File: src/design/fvn_pkg.sv
// Shared constants, register codes, hash table and control types for the fractal noise block.
package fvn_pkg;

	localparam int MAX_OCTAVES_DEF = 32;
	localparam int FRAC_BITS_DEF   = 16;
	localparam int HASH_ENTRIES    = 256;
	localparam int HASH_BITS       = 8;
	localparam int COORD_W         = 32;
	localparam int FREQ_W          = 24;
	localparam int FREQ_FRAC       = 16;
	localparam int OCT_CNT_W       = 6;
	localparam int SEED_W          = 8;
	localparam int OUT_W           = 16;
	localparam int OCT_W           = 7;
	localparam int CFG_IDX_W       = 2;
	localparam int CFG_DATA_W      = 24;

	localparam logic [CFG_IDX_W-1:0] REG_FREQUENCY    = 2'd0;
	localparam logic [CFG_IDX_W-1:0] REG_OCTAVE_COUNT = 2'd1;
	localparam logic [CFG_IDX_W-1:0] REG_SEED         = 2'd2;

	localparam logic [FREQ_W-1:0]    FREQ_RESET   = 24'd3277;
	localparam logic [OCT_CNT_W-1:0] OCT_RESET    = 6'd30;
	localparam logic [SEED_W-1:0]    SEED_RESET   = 8'd0;
	localparam logic [OUT_W-1:0]     OUT_MAX      = 16'd65280;

	typedef struct packed {
		logic              en;
		logic [SEED_W-1:0] seed;
		logic [OCT_W-1:0]  depth;
	} cell_ctl_t;

	localparam logic [HASH_BITS-1:0] PERM [HASH_ENTRIES] = '{
		8'd208,8'd34,8'd231,8'd213,8'd32,8'd248,8'd233,8'd56,8'd161,8'd78,8'd24,8'd140,
		8'd71,8'd48,8'd140,8'd254,8'd245,8'd255,8'd247,8'd247,8'd40,8'd185,8'd248,8'd251,
		8'd245,8'd28,8'd124,8'd204,8'd204,8'd76,8'd36,8'd1,8'd107,8'd28,8'd234,8'd163,
		8'd202,8'd224,8'd245,8'd128,8'd167,8'd204,8'd9,8'd92,8'd217,8'd54,8'd239,8'd174,
		8'd173,8'd102,8'd193,8'd189,8'd190,8'd121,8'd100,8'd108,8'd167,8'd44,8'd43,8'd77,
		8'd180,8'd204,8'd8,8'd81,8'd70,8'd223,8'd11,8'd38,8'd24,8'd254,8'd210,8'd210,
		8'd177,8'd32,8'd81,8'd195,8'd243,8'd125,8'd8,8'd169,8'd112,8'd32,8'd97,8'd53,
		8'd195,8'd13,8'd203,8'd9,8'd47,8'd104,8'd125,8'd117,8'd114,8'd124,8'd165,8'd203,
		8'd181,8'd235,8'd193,8'd206,8'd70,8'd180,8'd174,8'd0,8'd167,8'd181,8'd41,8'd164,
		8'd30,8'd116,8'd127,8'd198,8'd245,8'd146,8'd87,8'd224,8'd149,8'd206,8'd57,8'd4,
		8'd192,8'd210,8'd65,8'd210,8'd129,8'd240,8'd178,8'd105,8'd228,8'd108,8'd245,8'd148,
		8'd140,8'd40,8'd35,8'd195,8'd38,8'd58,8'd65,8'd207,8'd215,8'd253,8'd65,8'd85,
		8'd208,8'd76,8'd62,8'd3,8'd237,8'd55,8'd89,8'd232,8'd50,8'd217,8'd64,8'd244,
		8'd157,8'd199,8'd121,8'd252,8'd90,8'd17,8'd212,8'd203,8'd149,8'd152,8'd140,8'd187,
		8'd234,8'd177,8'd73,8'd174,8'd193,8'd100,8'd192,8'd143,8'd97,8'd53,8'd145,8'd135,
		8'd19,8'd103,8'd13,8'd90,8'd135,8'd151,8'd199,8'd91,8'd239,8'd247,8'd33,8'd39,
		8'd145,8'd101,8'd120,8'd99,8'd3,8'd186,8'd86,8'd99,8'd41,8'd237,8'd203,8'd111,
		8'd79,8'd220,8'd135,8'd158,8'd42,8'd30,8'd154,8'd120,8'd67,8'd87,8'd167,8'd135,
		8'd176,8'd183,8'd191,8'd253,8'd115,8'd184,8'd21,8'd233,8'd58,8'd129,8'd233,8'd142,
		8'd39,8'd128,8'd211,8'd118,8'd137,8'd139,8'd255,8'd114,8'd20,8'd218,8'd113,8'd154,
		8'd27,8'd127,8'd246,8'd250,8'd1,8'd8,8'd198,8'd250,8'd209,8'd92,8'd222,8'd173,
		8'd21,8'd88,8'd102,8'd219
	};

endpackage

File: src/design/fvn_div_cell.sv
// One restoring-division step: settles one quotient bit per stage.
module fvn_div_cell #(
	parameter int FRAC_BITS = fvn_pkg::FRAC_BITS_DEF,
	parameter int QBIT = 0,
	localparam int NW = FRAC_BITS + 25,
	localparam int DW = FRAC_BITS + 9
) (
	input  logic                     clk,
	input  logic                     arst_n,
	input  logic                     en,
	input  logic                     in_valid,
	input  logic [NW-1:0]            in_rem,
	input  logic [DW-1:0]            in_den,
	input  logic [fvn_pkg::OUT_W-1:0] in_quo,
	input  logic                     in_zero,
	output logic                     out_valid,
	output logic [NW-1:0]            out_rem,
	output logic [DW-1:0]            out_den,
	output logic [fvn_pkg::OUT_W-1:0] out_quo,
	output logic                     out_zero
);
	localparam logic [fvn_pkg::OUT_W-1:0] QMASK = {{(fvn_pkg::OUT_W-1){1'b0}}, 1'b1} << QBIT;

	logic [NW-1:0] shifted;
	logic          fits;
	logic          v_s1;
	logic [NW-1:0] rem_s1;
	logic [DW-1:0] den_s1;
	logic [fvn_pkg::OUT_W-1:0] quo_s1;
	logic          zero_s1;

	assign shifted = NW'(in_den) << QBIT;
	assign fits = in_rem >= shifted;

	always_ff @(posedge clk or negedge arst_n) begin
		if (!arst_n) begin
			v_s1 <= 1'b0;
		end else if (en) begin
			v_s1 <= in_valid;
		end
	end

	always_ff @(posedge clk) begin
		if (en) begin
			rem_s1  <= fits ? in_rem - shifted : in_rem;
			den_s1  <= in_den;
			quo_s1  <= fits ? (in_quo | QMASK) : in_quo;
			zero_s1 <= in_zero;
		end
	end

	assign out_valid = v_s1;
	assign out_rem   = rem_s1;
	assign out_den   = den_s1;
	assign out_quo   = quo_s1;
	assign out_zero  = zero_s1;
endmodule

File: config.mk
export PLATFORM = sky130hd
export DESIGN_NAME = fvn_div_cell
export DESIGN_NICKNAME = d
export VERILOG_FILES = /design/src/design/fvn_pkg.sv /design/src/design/fvn_div_cell.sv
export SDC_FILE = /design/constraint.sdc
export NUM_CORES = 1
export LEC_CHECK = 0
export BUFFER_PORTS_ARGS = -buffer_cell sky130_fd_sc_hd__buf_4
export CAP_MARGIN = 20
export CELL_PAD_IN_SITES_DETAIL_PLACEMENT = 1
export CELL_PAD_IN_SITES_GLOBAL_PLACEMENT = 2
export CORE_ASPECT_RATIO = 1.1
export CORE_UTILIZATION = 29
export DETAILED_ROUTE_END_ITERATION = 8
export MAX_ROUTING_LAYER = met4
export PLACE_DENSITY_LB_ADDON = 0.1
export SETUP_SLACK_MARGIN = 0.02
export SKIP_CTS_REPAIR_TIMING = 1
export SYNTH_ARGS = -nofsm -noshare
export SYNTH_HDL_FRONTEND = slang
export SYNTH_SLANG_ARGS = --single-unit
File: constraint.sdc
create_clock -name clk -period 2 [get_ports clk]
set_clock_uncertainty 0.2 [all_clocks]
set_input_delay 0.1 -clock clk [delete_from_list [all_inputs] [get_ports clk]]
set_output_delay 0.1 -clock clk [all_outputs]
set_load 0.02 [all_outputs]
==> out/summary.md, run 1 <==
• complete, but fails checks — run status
• DRC, hold timing, setup timing — violated checks
• 52.4% — proportion of synthesized chip area in sequential cells
• 0.566 ns — transition time at the pin with the least slew margin
• 91.0% — area added between synthesis and finish
• 0 — number of antenna violations at the first check in global routing
• out_valid — R2R Path Start
• 1.03 ns — setup slack of the worst register-to-register path
• -0.153 ns — hold slack
• 137 µm — Vert. Die Dim
• 2.32 ns — worst path arrival time
• 9190 µm² — post-route design area
• 0.08 ns — clock transition at the registers of the reported paths
• 9 — number of clock buffers inserted by TritonCTS
• 29.5% — initial core utilization
• 62.1% — max_slew headroom
• 1 — depth of the most critical reg-to-reg path
• 23 — drt drc
• 56.3% — Util after Layout
• 3.89 nW — leakage
• yes — setup repair after global routing missed its margin
• 203 — number of DRC markers after the initial detailed-route iteration
• 4917 — via count
• 415 MHz — highest achievable clock rate
• 18700 µm — routed wire length
• sky130_fd_sc_hd__edfxtp_1 — dominant register cell in the synthesized netlist
• 0.368 mV — maximum vdd ir drop
• sky130_fd_sc_hd__or4_4 — Worst path slowest cell
• 1773 — number of fill cells
• 646 nW/µm² — Power per Cell Area
• 2740 µm² — footprint of the multi-input gates
• 0 — Diodes inserted
• 5 — CP Max Fanout
• 442 — cells after synthesis
• flop — endpoint class of the critical path
• 49 — number of core rows
• in_rem[36] — timing startpoint of the critical path
• 83 — EDFF count, synth
• 170 — I/O Buffers
• 25300 µm — wire length of the first global-routing pass
• 7390 µm² — dpl cell area
• 0.816 — final weighted congestion in routability-driven placement
• 2.41 ns — shortest period the worst path allows
• 0 — antenna-violating nets left
• in -> reg — class of the tightest hold or removal check
• 84 — number of clock sinks seen by CTS
• 10.9 µm² — average instance area after synthesis
• 120% — final cycle utilization of the critical path
• 4.74 — via/cell ratio
• 18.0 µm — per-cell routed wire length
• 125 µm — Die Wd
• 0.52 ns — crit-path max cell delay
• 1.92 ns — WP data required
• 171 — I/O pin count
• -0.409 ns — min setup slack post-route
• out_rem[19] — crit path capture
• 20.0% — Global Route Usage Sum
• primary input — type of element launching the critical path
• 0 — leftover overflow at the end of global routing
• in -> reg — class of the most critical setup path
• 4810 µm² — cell area after synthesis
• 17100 µm² — Die ar.
• 2520 µm² — Seq. cell area
• sky130_fd_sc_hd__clkbuf_16 — CTS root buf
• out_valid — reg2reg end
• 0.37 ns — Worst-Skew Late Latency
• 50.0% — share of cells above drive strength 1
• -0.988 ns — Post-Place Setup Slack
• 0 — number of max-cap violations
• 942 — final net count
• 13100 µm — HPWL reported at the end of detailed placement
• 3 — htree depth
• 2 — number of hold violations in the final report
• buf_6 > or4_4 > or4_4 > nor2_4 > and3_4 > o2111ai_4 > nand2_4 > buf_6 > mux2_1 — chain of cells forming the critical path
• 42 — final number of setup-violating endpoints
• 84 — register bit total from synthesis
• 0 — Warnings, synthesis
• 30 — maximum number of pins on one net before global-route repair
• 1038 — final instance count without filler cells
• 6 — first-pass iteration count of the detailed router
• 4808 — number of global-route vias before repair
• 0 — number of pins with negative max-slew slack in the final report
• 555 — number of nets in the synthesized netlist
• 16300 µm² — core footprint
• 927 — Inst Count DP
• 57 — post-synth cell types
• 2 — Longest Clk Path Bufs
• 1.19% — Async S/R FF share, synth
• done — clock tree from TritonCTS
==> metal layers <==
metal | track usage (%) | vias up | routed length [µm]
li1 | - | 2411 | -
met1 | 24.6 | 2370 | 8110
met2 | 33.6 | 116 | 9660
met3 | 2.70 | 20 | 580
met4 | 7.48 | 0 | 338
met5 | - | - | 0
==> how the worst min path moves through the flow <==
| stage | cells past startpoint | start | end | slack (ns) |
|---|---|---|---|---|
| 2_1_floorplan | 0 | arst_n | out_valid | -0.40 |
| 3_3_place_gp | 1 | arst_n | out_valid | -0.32 |
| 3_5_place_dp | 1 | arst_n | out_valid | -0.32 |
| 4_1_cts | 1 | arst_n | out_valid | -0.72 |
| 5_1_grt | 2 | in_rem[19] | out_rem[19] | -0.15 |
| 6_report | 2 | in_rem[19] | out_rem[19] | -0.15 |
==> critical path: cells and delay by family <==
family          cells  cell delay, ns
simple gates        5            1.48
mux                 1            0.32
buf+inv             2            0.24
compound gates      1            0.17
==> synth_stat cells (all sizes together) (4+ instances only) <==
| cell | instances | area share, % |
|---|---|---|
| a21o | 7 | 1.1 |
| a21oi | 29 | 3.0 |
| a31oi | 5 | 0.65 |
| buf | 4 | 0.60 |
| clkbuf | 10 | 0.81 |
| edfxtp | 83 | 52 |
| ha | 25 | 6.5 |
| inv | 32 | 2.5 |
| mux2 | 4 | 0.94 |
| nand2 | 47 | 3.8 |
| nand2b | 4 | 0.52 |
| nand3 | 10 | 1.0 |
| nand4 | 11 | 1.4 |
| nor2 | 22 | 1.7 |
| nor3 | 12 | 1.2 |
| nor4 | 11 | 1.6 |
| o21ai | 34 | 3.5 |
| o21bai | 4 | 0.62 |
| or3 | 6 | 0.78 |
| or4 | 4 | 0.78 |
| xnor2 | 10 | 1.8 |
| xor2 | 25 | 4.6 |
==> layout make-up <==
cell class / count / share of cell area, %
clock inverters: 7 / 0.831
inverters: 32 / 1.44
flip-flops and latches: 84 / 27.4
repair buffers: 390 / 35.3
multi-input cells: 312 / 29.8
clock buffers: 9 / 2.45
well taps: 204 / 2.78
==> logic make-up (layout without fill, tap and decap cells) <==
| family | after synthesis | after routing | synth area share, % |
|---|---|---|---|
| xor gates and xnor gates | 35 | 35 | 6.38 |
| buffers and inverters | 46 | 438 | 3.90 |
| AOI/OAI and AO/OA | 100 | 100 | 12.8 |
| and+or+nand+nor | 147 | 147 | 16.8 |
| muxes | 4 | 4 | 0.937 |
| adders and majority gates | 26 | 26 | 6.92 |
| DFF | 84 | 84 | 52.4 |
==> placed cells by master, fill, tap and decap left out, types with 3 or more instances in the layout <==
cell type	n
sky130_fd_sc_hd__nor4_2	4
sky130_fd_sc_hd__nand3_1	5
sky130_fd_sc_hd__xnor2_1	10
sky130_fd_sc_hd__buf_12	5
sky130_fd_sc_hd__a21o_1	7
sky130_fd_sc_hd__o21ai_2	6
sky130_fd_sc_hd__inv_8	3
sky130_fd_sc_hd__edfxtp_1	83
sky130_fd_sc_hd__ha_1	9
sky130_fd_sc_hd__a21oi_2	3
sky130_fd_sc_hd__o211ai_1	3
sky130_fd_sc_hd__nor4_4	5
sky130_fd_sc_hd__o21bai_1	4
sky130_fd_sc_hd__nand2_1	43
sky130_fd_sc_hd__nand4_1	11
sky130_fd_sc_hd__inv_1	27
sky130_fd_sc_hd__xor2_1	25
sky130_fd_sc_hd__o21a_1	3
sky130_fd_sc_hd__a31oi_1	3
sky130_fd_sc_hd__inv_2	4
sky130_fd_sc_hd__nor3_2	4
sky130_fd_sc_hd__ha_4	15
sky130_fd_sc_hd__buf_4	291
sky130_fd_sc_hd__or4_4	3
sky130_fd_sc_hd__clkbuf_16	9
sky130_fd_sc_hd__or3_1	6
sky130_fd_sc_hd__o21ai_1	17
sky130_fd_sc_hd__nand3_2	5
sky130_fd_sc_hd__o21ai_0	11
sky130_fd_sc_hd__nor2_1	18
sky130_fd_sc_hd__a21oi_1	22
sky130_fd_sc_hd__nand2b_1	3
sky130_fd_sc_hd__buf_6	13
sky130_fd_sc_hd__a21oi_4	4
sky130_fd_sc_hd__nor3_1	6
sky130_fd_sc_hd__dlygate4sd3_1	81
==> metrics by stage <==
step | total power [W] | TNS [ns]
2_1_floorplan | 0.00300 | -15.43
3_3_place_gp | 0.00385 | -33.31
3_5_place_dp | 0.00388 | -33.66
4_1_cts | 0.00562 | -17.87
5_1_grt | 0.00618 | -16.72
6_report | 0.00594 | -13.58
==> state kept, by name, indices dropped and copies added (netlist names) <==
| signal | cells |
|---|---|
| out_rem | 41 |
| out_den | 25 |
| out_quo | 16 |
| out_valid | 1 |
| out_zero | 1 |
==> report_power, final <==
part	switching, W	internal (W)
clock	0.000865	0.000890
sequential	0.0000640	0.00216
combinational	0.000958	0.000995
total	0.00189	0.00405
Power figures use the tool's default switching activity.
==> run 2, diff against run 1 <==
ABC_AREA = 0   (was unset)
ABC_CLOCK_PERIOD_IN_PS = 2000   (was unset)
REMOVE_ABC_BUFFERS = 1   (was unset)
==> run 2 against run 1 <==
The flow finishes with violations (DRC, setup timing). Global-route usage down 0.34 points. Fmax down 1.5%. Combinational power up 6%. Die area unchanged. Via count up 4.3%. Wire length up 5.3%.
==> out/summary.md, run 2 (synthesis results as in run 1) <==
• done — clock tree from TritonCTS
• 0.666 ns — transition time at the pin with the least slew margin, +0.0996 ns
• 0.08 ns — clock transition at the registers of the reported paths, about the same
• 0 — leftover overflow at the end of global routing, unchanged
• 2.35 ns — worst path arrival time, +0.03 ns
• 31 — maximum number of pins on one net before global-route repair, +3.3%
• 5129 — via count, +4.3%
• 19700 µm — routed wire length, +5.3%
• 968 — final net count, +2.8%
• 137 µm — Vert. Die Dim, unchanged
• 42 — final number of setup-violating endpoints, unchanged
• primary input — type of element launching the critical path
• 0.794 — final weighted congestion in routability-driven placement, -2.7%
• 630 nW/µm² — Power per Cell Area, -2.5%
• 9 — number of clock buffers inserted by TritonCTS, unchanged
• 99.4% — area added between synthesis and finish
• 4846 — number of global-route vias before repair, +0.79%
• 55.5% — max_slew headroom, -6.6 points
• 0 — number of max-cap violations, unchanged
• 29.5% — initial core utilization, unchanged
• 49 — number of core rows, unchanged
• 170 — I/O Buffers, unchanged
• 18.5 µm — per-cell routed wire length, +2.7%
• flop — endpoint class of the critical path
• 4.82 — via/cell ratio, +1.8%
• 3 — htree depth, unchanged
• 171 — I/O pin count, unchanged
• yes — setup repair after global routing missed its margin
• 84 — number of clock sinks seen by CTS, unchanged
• 16300 µm² — core footprint, unchanged
• 0 — antenna-violating nets left, unchanged
• 125 µm — Die Wd, unchanged
• complete, but fails checks — run status
• 41 — number of flip-flops under the largest register name, unchanged
• 19.6% — Global Route Usage Sum, -0.34 points
• 5 — CP Max Fanout, unchanged
• 409 MHz — highest achievable clock rate, -1.5%
• 4.07 nW — leakage, +4.7%
• 1.90 ns — WP data required, -0.02 ns
• in -> reg — class of the most critical setup path
• 9590 µm² — post-route design area, +4.4%
• 2 — Longest Clk Path Bufs, unchanged
• sky130_fd_sc_hd__buf_4 — most common cell after layout, fill and taps aside
• 0.0178 ns — hold slack, +0.170 ns
• 0 — number of antenna violations at the first check in global routing, unchanged
• 2.45 ns — shortest period the worst path allows, +0.0366 ns
• 297 x sky130_fd_sc_hd__buf_4, 83 x sky130_fd_sc_hd__dlygate4sd3_1, 83 x sky130_fd_sc_hd__edfxtp_1 — commonest cells after routing, fill and taps aside
• 0.36 ns — Worst-Skew Late Latency, about the same
• 53.0% — share of cells above drive strength 1, +3.0 points
• 0 — number of hold violations in the final report, -2
• 20 — drt drc, -13%
• 7330 µm² — dpl cell area, -0.80%
• -0.446 ns — min setup slack post-route, -0.0366 ns
• DRC, setup timing — violated checks
• 17100 µm² — Die ar., unchanged
• 6 — first-pass iteration count of the detailed router, unchanged
• 122% — final cycle utilization of the critical path, +1.8 points
• 1736 — number of fill cells, -2.1%
• 13100 µm — HPWL reported at the end of detailed placement, -0.20%
• 0 — number of pins with negative max-slew slack in the final report, unchanged
• 25200 µm — wire length of the first global-routing pass, -0.35%
• 201 — number of DRC markers after the initial detailed-route iteration, -0.99%
• in -> reg — class of the tightest hold or removal check
• 0.352 mV — maximum vdd ir drop, -4.1%
• sky130_fd_sc_hd__clkbuf_16 — CTS root buf
• 0 — Diodes inserted, unchanged
• -14.15 ns — setup_tns, -0.562 ns
run 2: cell types whose count changed in the layout (fill, tap and decap cells not counted), moves of 3 or more:
cell	delta
sky130_fd_sc_hd__buf_6	+8
sky130_fd_sc_hd__buf_4	+6
sky130_fd_sc_hd__buf_8	+6
sky130_fd_sc_hd__o21ai_0	-6
sky130_fd_sc_hd__o21ai_2	+6
sky130_fd_sc_hd__a21oi_2	+3
sky130_fd_sc_hd__clkbuf_16	+3
sky130_fd_sc_hd__inv_4	+3
sky130_fd_sc_hd__nand2_1	-3
run 2: power breakdown:
group	leakage [nW]	switching [W]	internal, W	total, W
combinational	3.10	0.000995	0.00107	0.00207
clock	0.149	0.000868	0.000891	0.00176
sequential	0.824	0.0000574	0.00216	0.00222
run 2: metal layers:
| layer | vias up | GRT usage [%] | share of wire [%] | wire (µm) |
|---|---|---|---|---|
| li1 | 2473 | - | - | - |
| met4 | 0 | 4.94 | 1.4 | 269 |
| met3 | 19 | 3.75 | 3.2 | 630 |
| met2 | 109 | 33.6 | 53 | 10400 |
| met5 | - | - | 0 | 0 |
| met1 | 2528 | 23.8 | 43 | 8380 |
run 2: area by class of cell:
type | instances | area [µm²] | area share [%]
sequential | 84 | 2520 | 26.3
timing repair buffer | 415 | 3560 | 37.2
tap | 204 | 255 | 2.66
multi-input combinational | 313 | 2820 | 29.4
clock buffer | 9 | 225 | 2.35
clock inverter | 7 | 76.3 | 0.796
inverter | 32 | 128 | 1.33
run 2: stage by stage:
| step | setup WS (ns) | power, W | std cells | utilization (%) |
|---|---|---|---|---|
| after detailed placement | -1.10 | 0.00387 | 938 | 45.0 |
| after CTS | -0.730 | 0.00564 | 954 | 46.8 |
| after global placement | -1.01 | 0.00385 | 938 | 45.0 |
| final | -0.446 | 0.00604 | 1064 | 58.8 |
| after global routing | -0.539 | 0.00631 | 1064 | 58.8 |
| after floorplan | -0.672 | 0.00296 | 428 | - |
run 2: critical path, stage by stage:
cell	delay, ns
sky130_fd_sc_hd__buf_4	0.11
sky130_fd_sc_hd__inv_2	0.06
sky130_fd_sc_hd__ha_4	0.22
sky130_fd_sc_hd__nand2_4	0.08
sky130_fd_sc_hd__nand3_4	0.08
sky130_fd_sc_hd__nor4_4	0.32
sky130_fd_sc_hd__o211ai_1	0.22
sky130_fd_sc_hd__a31oi_2	0.30
sky130_fd_sc_hd__buf_4	0.19
sky130_fd_sc_hd__o32ai_4	0.09
sky130_fd_sc_hd__or3_4	0.42
sky130_fd_sc_hd__xnor2_2	0.14
run 2: worst paths after layout:
check,start,endpoint,slack (ns),depth (start not counted)
hold / removal,in_rem[27],out_rem[27],0.02,3
setup / recovery,in_den[13],out_rem[36],-0.45,12
setup reg to reg,out_valid,out_valid,1.05,1
min in group asynchronous,arst_n,out_valid,0.42,3
hold reg to reg,out_valid,out_valid,0.32,1
max in group asynchronous,arst_n,out_valid,1.08,3
